==> src/rtl/det_pkg.sv <==
// shared types and constants for the discovery entity table
package det_pkg;

  localparam int DEFAULT_TABLE_ENTRIES = 16;

  localparam int TYPE_W = 4;
  localparam int SLOT_W = 4;
  localparam int S_TDATA_W = 264;
  localparam int M_TDATA_W = 8;

  localparam logic [TYPE_W-1:0] REQ_AVAILABLE = 4'd0;
  localparam logic [TYPE_W-1:0] REQ_DEPARTING = 4'd1;
  localparam logic [TYPE_W-1:0] REQ_DISCOVER  = 4'd2;

  typedef enum logic [2:0] {
    ST_UPDATED   = 3'd0,
    ST_ADDED     = 3'd1,
    ST_FULL      = 3'd2,
    ST_REMOVED   = 3'd3,
    ST_NOT_FOUND = 3'd4,
    ST_DISCOVER  = 3'd5,
    ST_UNKNOWN   = 3'd6
  } status_t;

  typedef enum logic [2:0] {
    S_IDLE,
    S_SCAN,
    S_DRAIN,
    S_APPLY,
    S_EMIT
  } state_t;

  // received message, entity id in the lowest bits
  typedef struct packed {
    logic [47:0] source_mac;
    logic [31:0] avail_index;
    logic [15:0] controller_caps;
    logic [15:0] listener_caps;
    logic [15:0] listener_sinks;
    logic [15:0] talker_caps;
    logic [15:0] talker_sources;
    logic [31:0] now_seconds;
    logic [4:0]  lifetime;
    logic [63:0] node_id;
  } req_t;

  localparam int REQ_W = $bits(req_t);

  typedef struct packed {
    logic [15:0] talker_sources;
    logic [15:0] talker_caps;
    logic [15:0] listener_sinks;
    logic [15:0] listener_caps;
    logic [15:0] controller_caps;
    logic [31:0] avail_index;
    logic [47:0] mac;
    logic [31:0] expiry;
  } entry_t;

  typedef struct packed {
    logic load;
    logic issue;
    logic apply;
    logic emit;
  } cmd_t;

  typedef struct packed {
    logic table_op;
    logic last_addr;
    logic out_free;
  } stat_t;

endpackage

==> src/rtl/det_ctrl.sv <==
// controller state machine for the discovery entity table
module det_ctrl (
  input  logic           clk,
  input  logic           rst,
  input  logic           s_tvalid,
  output logic           s_tready,
  input  det_pkg::stat_t stat,
  output det_pkg::cmd_t  cmd
);
  import det_pkg::*;

  state_t state;
  state_t state_next;

  always_ff @(posedge clk) begin
    if (rst) begin
      state <= S_IDLE;
    end else begin
      state <= state_next;
    end
  end

  always_comb begin
    state_next = state;
    cmd        = '0;
    s_tready   = 1'b0;
    unique case (state)
      S_IDLE: begin
        s_tready = 1'b1;
        if (s_tvalid) begin
          cmd.load = 1'b1;
          state_next = S_SCAN;
        end
      end
      S_SCAN: begin
        if (!stat.table_op) begin
          state_next = S_APPLY;
        end else begin
          cmd.issue = 1'b1;
          if (stat.last_addr) begin
            state_next = S_DRAIN;
          end
        end
      end
      S_DRAIN: begin
        state_next = S_APPLY;
      end
      S_APPLY: begin
        cmd.apply = 1'b1;
        state_next = S_EMIT;
      end
      S_EMIT: begin
        if (stat.out_free) begin
          cmd.emit = 1'b1;
          state_next = S_IDLE;
        end
      end
      default: begin
        state_next = S_IDLE;
      end
    endcase
  end

endmodule

==> src/rtl/det_datapath.sv <==
// datapath: request register, slot tables, scan compare and result register
module det_datapath #(
  parameter int TABLE_ENTRIES = det_pkg::DEFAULT_TABLE_ENTRIES
) (
  input  logic                              clk,
  input  logic                              rst,
  input  logic [det_pkg::S_TDATA_W-1:0]     s_tdata,
  input  logic [det_pkg::TYPE_W-1:0]        s_tuser,
  output logic                              m_tvalid,
  input  logic                              m_tready,
  output logic [det_pkg::M_TDATA_W-1:0]     m_tdata,
  input  det_pkg::cmd_t                     cmd,
  output det_pkg::stat_t                    stat
);
  import det_pkg::*;

  localparam int IW = (TABLE_ENTRIES > 1) ? $clog2(TABLE_ENTRIES) : 1;
  localparam logic [IW-1:0] LAST_ADDR = IW'(TABLE_ENTRIES - 1);

  req_t              req;
  logic [TYPE_W-1:0] req_type;

  logic [63:0] id_mem [TABLE_ENTRIES];
  entry_t      entry_mem [TABLE_ENTRIES];
  logic [TABLE_ENTRIES-1:0] in_use;

  logic [IW-1:0] scan_addr;
  logic          chk_valid;
  logic [IW-1:0] chk_addr;
  logic [63:0]   id_rd;

  logic          hit_found;
  logic [IW-1:0] hit_idx;
  logic          free_found;
  logic [IW-1:0] free_idx;

  status_t       res_status;
  logic [IW-1:0] res_idx;
  logic          res_touch;

  status_t          apply_status;
  logic [IW-1:0]    apply_idx;
  logic             apply_touch;
  logic             wr_entry;
  logic             wr_id;
  logic             set_use;
  logic             clr_use;
  entry_t           new_entry;
  logic [31:0]      idx_wide;
  logic [SLOT_W-1:0] res_slot;

  always_ff @(posedge clk) begin
    if (cmd.load) begin
      req      <= req_t'(s_tdata[REQ_W-1:0]);
      req_type <= s_tuser;
    end
  end

  assign stat.table_op  = (req_type == REQ_AVAILABLE) || (req_type == REQ_DEPARTING);
  assign stat.last_addr = (scan_addr == LAST_ADDR);
  assign stat.out_free  = !m_tvalid || m_tready;

  // scan address and registered id read
  always_ff @(posedge clk) begin
    if (rst) begin
      scan_addr <= '0;
      chk_valid <= 1'b0;
    end else begin
      chk_valid <= cmd.issue;
      if (cmd.load) begin
        scan_addr <= '0;
      end else if (cmd.issue) begin
        scan_addr <= scan_addr + 1'b1;
      end
    end
  end

  always_ff @(posedge clk) begin
    chk_addr <= scan_addr;
    id_rd    <= id_mem[scan_addr];
    if (wr_id) begin
      id_mem[apply_idx] <= req.node_id;
    end
    if (wr_entry) begin
      entry_mem[apply_idx] <= new_entry;
    end
  end

  // first matching slot and first free slot
  always_ff @(posedge clk) begin
    if (rst) begin
      hit_found  <= 1'b0;
      free_found <= 1'b0;
    end else if (cmd.load) begin
      hit_found  <= 1'b0;
      free_found <= 1'b0;
    end else if (chk_valid) begin
      if (in_use[chk_addr] && (id_rd == req.node_id) && !hit_found) begin
        hit_found <= 1'b1;
        hit_idx   <= chk_addr;
      end
      if (!in_use[chk_addr] && !free_found) begin
        free_found <= 1'b1;
        free_idx   <= chk_addr;
      end
    end
  end

  always_comb begin
    new_entry.talker_sources  = req.talker_sources;
    new_entry.talker_caps     = req.talker_caps;
    new_entry.listener_sinks  = req.listener_sinks;
    new_entry.listener_caps   = req.listener_caps;
    new_entry.controller_caps = req.controller_caps;
    new_entry.avail_index     = req.avail_index;
    new_entry.mac             = req.source_mac;
    new_entry.expiry          = req.now_seconds + {26'd0, req.lifetime, 1'b0};
  end

  always_comb begin
    apply_status = ST_UNKNOWN;
    apply_idx    = '0;
    apply_touch  = 1'b0;
    wr_entry     = 1'b0;
    wr_id        = 1'b0;
    set_use      = 1'b0;
    clr_use      = 1'b0;
    if (req_type == REQ_AVAILABLE) begin
      if (hit_found) begin
        apply_status = ST_UPDATED;
        apply_idx    = hit_idx;
        apply_touch  = 1'b1;
        wr_entry     = cmd.apply;
      end else if (free_found) begin
        apply_status = ST_ADDED;
        apply_idx    = free_idx;
        apply_touch  = 1'b1;
        wr_entry     = cmd.apply;
        wr_id        = cmd.apply;
        set_use      = cmd.apply;
      end else begin
        apply_status = ST_FULL;
      end
    end else if (req_type == REQ_DEPARTING) begin
      if (hit_found) begin
        apply_status = ST_REMOVED;
        apply_idx    = hit_idx;
        apply_touch  = 1'b1;
        clr_use      = cmd.apply;
      end else begin
        apply_status = ST_NOT_FOUND;
      end
    end else if (req_type == REQ_DISCOVER) begin
      apply_status = ST_DISCOVER;
    end
  end

  always_ff @(posedge clk) begin
    if (rst) begin
      in_use <= '0;
    end else if (set_use) begin
      in_use[apply_idx] <= 1'b1;
    end else if (clr_use) begin
      in_use[apply_idx] <= 1'b0;
    end
  end

  always_ff @(posedge clk) begin
    if (cmd.apply) begin
      res_status <= apply_status;
      res_idx    <= apply_idx;
      res_touch  <= apply_touch;
    end
  end

  assign idx_wide = 32'(res_idx);
  assign res_slot = res_touch ? idx_wide[SLOT_W-1:0] : '0;

  // output register
  always_ff @(posedge clk) begin
    if (rst) begin
      m_tvalid <= 1'b0;
    end else if (cmd.emit) begin
      m_tvalid <= 1'b1;
    end else if (m_tready) begin
      m_tvalid <= 1'b0;
    end
  end

  always_ff @(posedge clk) begin
    if (cmd.emit) begin
      m_tdata <= {1'b0, res_slot, res_status};
    end
  end

  a_emit_free: assert property (@(posedge clk) disable iff (rst)
    cmd.emit |-> (!m_tvalid || m_tready))
    else $error("result loaded over a pending transfer");

  a_hit_in_use: assert property (@(posedge clk) disable iff (rst)
    (cmd.apply && hit_found) |-> in_use[hit_idx])
    else $error("matched slot not in use");

  a_free_free: assert property (@(posedge clk) disable iff (rst)
    (cmd.apply && free_found) |-> !in_use[free_idx])
    else $error("free slot already in use");

  a_add_sets: assert property (@(posedge clk) disable iff (rst)
    set_use |=> in_use[$past(apply_idx)])
    else $error("added slot not marked in use");

endmodule

==> src/rtl/discovery_entity_table.sv <==
// top level of the discovery entity table
// available and departing messages pass a one-slot-per-cycle id scan over all
// TABLE_ENTRIES slots, then apply and emit; discover and unknown messages skip the
// scan; a new message is taken after the result is handed to the output register,
// which may still wait for its transfer
// synchronous reset clears all in-use flags at once; stored entries are not cleared
module discovery_entity_table #(
  parameter int TABLE_ENTRIES = det_pkg::DEFAULT_TABLE_ENTRIES
) (
  input  logic                          clk,
  input  logic                          rst,
  input  logic                          s_tvalid,
  output logic                          s_tready,
  // node_id, lifetime, now_seconds, talker_sources, talker_caps, listener_sinks,
  // listener_caps, controller_caps, avail_index, source_mac, zero pad
  input  logic [det_pkg::S_TDATA_W-1:0] s_tdata,
  // req_type
  input  logic [det_pkg::TYPE_W-1:0]    s_tuser,
  output logic                          m_tvalid,
  input  logic                          m_tready,
  // status, slot, zero pad
  output logic [det_pkg::M_TDATA_W-1:0] m_tdata
);
  import det_pkg::*;

  cmd_t  cmd;
  stat_t stat;

  det_ctrl u_ctrl (
    .clk      (clk),
    .rst      (rst),
    .s_tvalid (s_tvalid),
    .s_tready (s_tready),
    .stat     (stat),
    .cmd      (cmd)
  );

  det_datapath #(
    .TABLE_ENTRIES (TABLE_ENTRIES)
  ) u_datapath (
    .clk      (clk),
    .rst      (rst),
    .s_tdata  (s_tdata),
    .s_tuser  (s_tuser),
    .m_tvalid (m_tvalid),
    .m_tready (m_tready),
    .m_tdata  (m_tdata),
    .cmd      (cmd),
    .stat     (stat)
  );

endmodule
==> config.mk <==
export PLATFORM = sky130hd
export DESIGN_NAME = discovery_entity_table
export DESIGN_NICKNAME = d
export VERILOG_FILES = /design/src/rtl/det_pkg.sv /design/src/rtl/det_ctrl.sv /design/src/rtl/det_datapath.sv /design/src/rtl/discovery_entity_table.sv
export SDC_FILE = /design/constraint.sdc
export NUM_CORES = 1
export LEC_CHECK = 0
export BUFFER_PORTS_ARGS = -buffer_cell sky130_fd_sc_hd__buf_2
export CAP_MARGIN = 20
export CORE_MARGIN = 2
export CORE_UTILIZATION = 40
export DETAILED_ROUTE_END_ITERATION = 8
export REMOVE_ABC_BUFFERS = 1
export SLEW_MARGIN = 5
export SYNTH_ARGS = -nofsm -noshare
export SYNTH_HDL_FRONTEND = slang
export SYNTH_SLANG_ARGS = --single-unit
==> constraint.sdc <==
create_clock -name clk -period 12.4 [get_ports clk]
set_input_delay 0 -clock clk [delete_from_list [all_inputs] [get_ports clk]]
set_output_delay 0 -clock clk [all_outputs]
set_load 0.02 [all_outputs]
==> results.md <==
| Result | Value |
|:---|:---|
| Worst rel slew slack | 26.7% |
| Fraction of the yosys area taken by sequential cells | 78.7% |
| Share of flip-flops with an asynchronous set or reset after synthesis | 0% |
| Maximum number of pins on one net before global-route repair | 133 |
| Area share of the leading cell type in the synthesized netlist | 74.5% |
| Dominant cell type by area after synthesis | sky130_fd_sc_hd__edfxtp_1 |
| Net Sw Frac | 20.1% |
| I/O pin count | 282 |
| Internal power of the cells | 6650 uW |
| Run status | finished, final reports clean |
| Overflow after GRT | 0 |
| CTS sink count | 1210 |
| Post-route total power | 8320 uW |
| Sequential group share of total power | 55.1% |
| Post-cts gate resize count | 0 |
| Die Y-Extent | 339 um |
| Buf+Inv Stages, Crit Path | 2 |
| Final Max Tran Viols | 0 |
| Tcrit/Tclk final | 31.6% |
| Min-Delay Path Class | in2reg |
| RePlAce Congestion | 0.747 |
| Total power density per cell area | 159 mW/mm2 |
| Post-Synthesis Cell Area | 0.0450 mm2 |
| CTS Buf Count | 120 |
| Storage element area | 0.0354 mm2 |
| Cells after Synth | 1892 |
| Clock-pin slew on the worst setup and hold paths | 60 ps |
| Kind of cell adding the most delay to the critical path | simple AND/OR/NAND/NOR gates |
| Mean instance size in the synthesized netlist | 23.8 um2 |
| Post-Route WL | 96700 um |
| Commonest cells after routing, fill and taps aside | sky130_fd_sc_hd__edfxtp_1, sky130_fd_sc_hd__mux4_2, sky130_fd_sc_hd__clkbuf_16, sky130_fd_sc_hd__dlygate4sd3_1, sky130_fd_sc_hd__dfxtp_1 |
| Data arrival time of the worst path | 4240 ps |
| Number of fillers in the final layout | 9280 |
| Vias after detailed routing | 20257 |
| Peak clock frequency supported by timing | 255 MHz |
| Total negative setup slack | 0 ps |
| Chip width | 339 um |
| Worst-Margin Slew | 1090 ps |
| Critical path type | reg2reg |
| Cells taking the most area after synthesis | sky130_fd_sc_hd__edfxtp_1, sky130_fd_sc_hd__mux4_2, sky130_fd_sc_hd__dfxtp_1 |
| Most common cell after layout, fill and taps aside | sky130_fd_sc_hd__edfxtp_1 |
| TritonCTS clock tree | built |
| Number of antenna violations at the first check in global routing | 0 |
| Clock power frac | 43.3% |
| Global-route wire length before repair | 143000 um |
| Diodes inserted | 0 |
| # port buffers | 80 |
| Via count of the first global-routing pass | 21410 |
| Data required time of the worst path | 12720 ps |
| Predominant post-synthesis flop cell | sky130_fd_sc_hd__edfxtp_1 |
| Final Hold Fails | 0 |
| CTS root buffer | sky130_fd_sc_hd__clkbuf_16 |
| Warning count from the yosys run | 0 |
| Pre-antenna DRT Iters | 7 |
| Area inside the core boundary | 0.112 mm2 |
| Number of buffers added for setup after CTS | 0 |
| Setup Viol. Count Final | 0 |
| Combinational fraction of design power | 1.7% |
| Skew-Pair Late Insertion Delay | 710 ps |
| Static Leak | 0.0161 uW |
| Total half-perimeter wirelength after legalization and detailed placement | 47600 um |
| Critical path endpoint category | flop |
| Max Clock Skew | 19.6 ps |
| Number of unique standard cell types used by synthesis | 51 |
| Peak per-stage delay on the critical path | 750 ps |
| Number of enable-type register cells in the synthesized netlist | 1115 |
| Category of the worst setup path launch point | flop |
| Synth Register Bits | 1210 |
| Maximum clock insertion buffer count | 3 |
| Detail Route Antenna Nets | 0 |
| Starting DRT DRC Count | 1906 |
| Number of nets in the layout | 2435 |
| IR Drop Worst-Case VDD | 123 uV |
| Cells along the critical path | nor3b_2 -> a22oi_1 -> nor2_1 -> nand2_1 -> nor2_4 -> buf_4 -> buf_4 |
| Tot GR Track Use | 16.8% |
| # DRC | 0 |
| Power spent charging and discharging nets | 1670 uW |
| Routed wire per std cell | 25.7 um |
| Effective utilization at floorplan | 40.1% |
| Proportion of layout cells with a drive suffix above 1 | 28.5% |
| Combined area of the multi-input logic cells | 0.00911 mm2 |
| RSZ-0062 raised after global routing | no |
| Number of max-cap violations | 0 |
| Core Rows | 123 |
| Minimum period implied by the final worst setup slack | 3920 ps |
| Top cell by count, worst path | sky130_fd_sc_hd__buf_4 |
| Die area | 0.115 mm2 |
| Critical-path maximum fanout | 40 |
| Number of vias per cell after detailed routing | 5.38 |
| Critical-path top delay cell | sky130_fd_sc_hd__buf_4 |
| Count of H-tree levels built during CTS | 3 |
| Signed area change from the synthesized netlist to the final layout | 16.3% |
cells in the mapped netlist, types with 13 or more instances:
master and count:
sky130_fd_sc_hd__o21ai_0 21, sky130_fd_sc_hd__edfxtp_1 1115, sky130_fd_sc_hd__clkbuf_1 37, sky130_fd_sc_hd__nor2_1 35, sky130_fd_sc_hd__inv_1 14, sky130_fd_sc_hd__nand2_1 13, sky130_fd_sc_hd__o31ai_1 16, sky130_fd_sc_hd__nand2b_1 14
sky130_fd_sc_hd__dfxtp_1 95, sky130_fd_sc_hd__buf_6 23, sky130_fd_sc_hd__xor2_1 43, sky130_fd_sc_hd__mux4_2 322, sky130_fd_sc_hd__nor2b_1 25
path summary, 6_finish.rpt:
kind | startpoint | end | slack, ps | depth (start not counted)
max | u_datapath.hit_found$_SDFFE_PP0P_ | u_datapath.id_mem[9][9]$_DFFE_PP_ | 8480 | 7
min | s_tdata[24] | u_datapath.req[24]$_DFFE_PP_ | 40 | 2
max reg2reg | u_datapath.hit_found$_SDFFE_PP0P_ | u_datapath.id_mem[9][9]$_DFFE_PP_ | 8480 | 7
min reg2reg | u_datapath.res_status[2]$_SDFFCE_PP0P_ | u_datapath.m_tdata[2]$_DFFE_PP_ | 420 | 0
layer usage:
metal / part of all wire, % / GRT usage, % / vias up
met1: 43 / 23.4 / 11050
li1: - / - / 8557
met2: 50 / 28.1 / 517
met4: 1.7 / 3.83 / 0
met3: 4.7 / 2.42 / 133
met5: 0 / 0 / -
power by group through the flow:
stage | logic, uW | clock network (uW) | registers (uW)
after floorplan | 78.9 | 0 | 4650
after global routing | 150 | 3830 | 4590
after global placement | 115 | 0 | 4660
after detailed placement | 116 | 0 | 4670
final | 138 | 3600 | 4580
after CTS | 143 | 3680 | 4590
through the flow:
step           setup WS [ps]  hold slack [ps]  utilization, %  area [um2]  std cells
3_5_place_dp            8450              178            42.2       47200       3427
6_report                8480             44.2            46.7       52300       3767
4_1_cts                 8430             9.30            46.7       52300       3767
5_1_grt                 8200             26.8            46.7       52300       3767
3_3_place_gp            8200              178            42.1       47200       3424
2_1_floorplan            218             71.6               -       44400       1805
worst register-to-register path, delay by kind of cell, from the launching register on:
family                 cells  cell delay [ps]
buffers and inverters      2             1160
AOI/OAI and AO/OA          1              140
DFF                        1              520
and+or+nand+nor            4             1690
flip-flops by register name, indices dropped and copies added (netlist names), 7 cells and up, named ones only:
register,count
u_datapath.m_tdata,7
u_datapath.req,64
u_datapath.id_mem,1024
u_datapath.id_rd,64
what timing repair did:
item / 4_1_cts / 5_1_grt
hold buffers: 113 / 0
hold endpoints to repair: 107 / 0
setup endpoints to repair: 0 / 0
cell families (layout without fill, tap and decap cells):
family,Yosys count,count (layout),share of synthesized area (%)
AO/OA/AOI/OAI,66,66,1.01
XOR/XNOR,49,49,0.954
adder cells (fa/ha/maj),1,1,0.0278
buffers and inverters,101,476,1.32
flip-flops,1210,1210,78.7
multiplexers,328,328,16.3
other,1,1,0.00834
AND/OR/NAND/NOR,136,136,1.66
layout make-up:
cell class / instances / share of cell area [%]
sequential: 1210 / 67.7
multi-input combinational: 581 / 17.4
clock buffer: 158 / 6.11
timing repair buffer: 235 / 3.69
tap: 1500 / 3.59
clock inverter: 69 / 1.39
inverter: 14 / 0.100
Note: power is estimated with default switching activity, not from simulation.
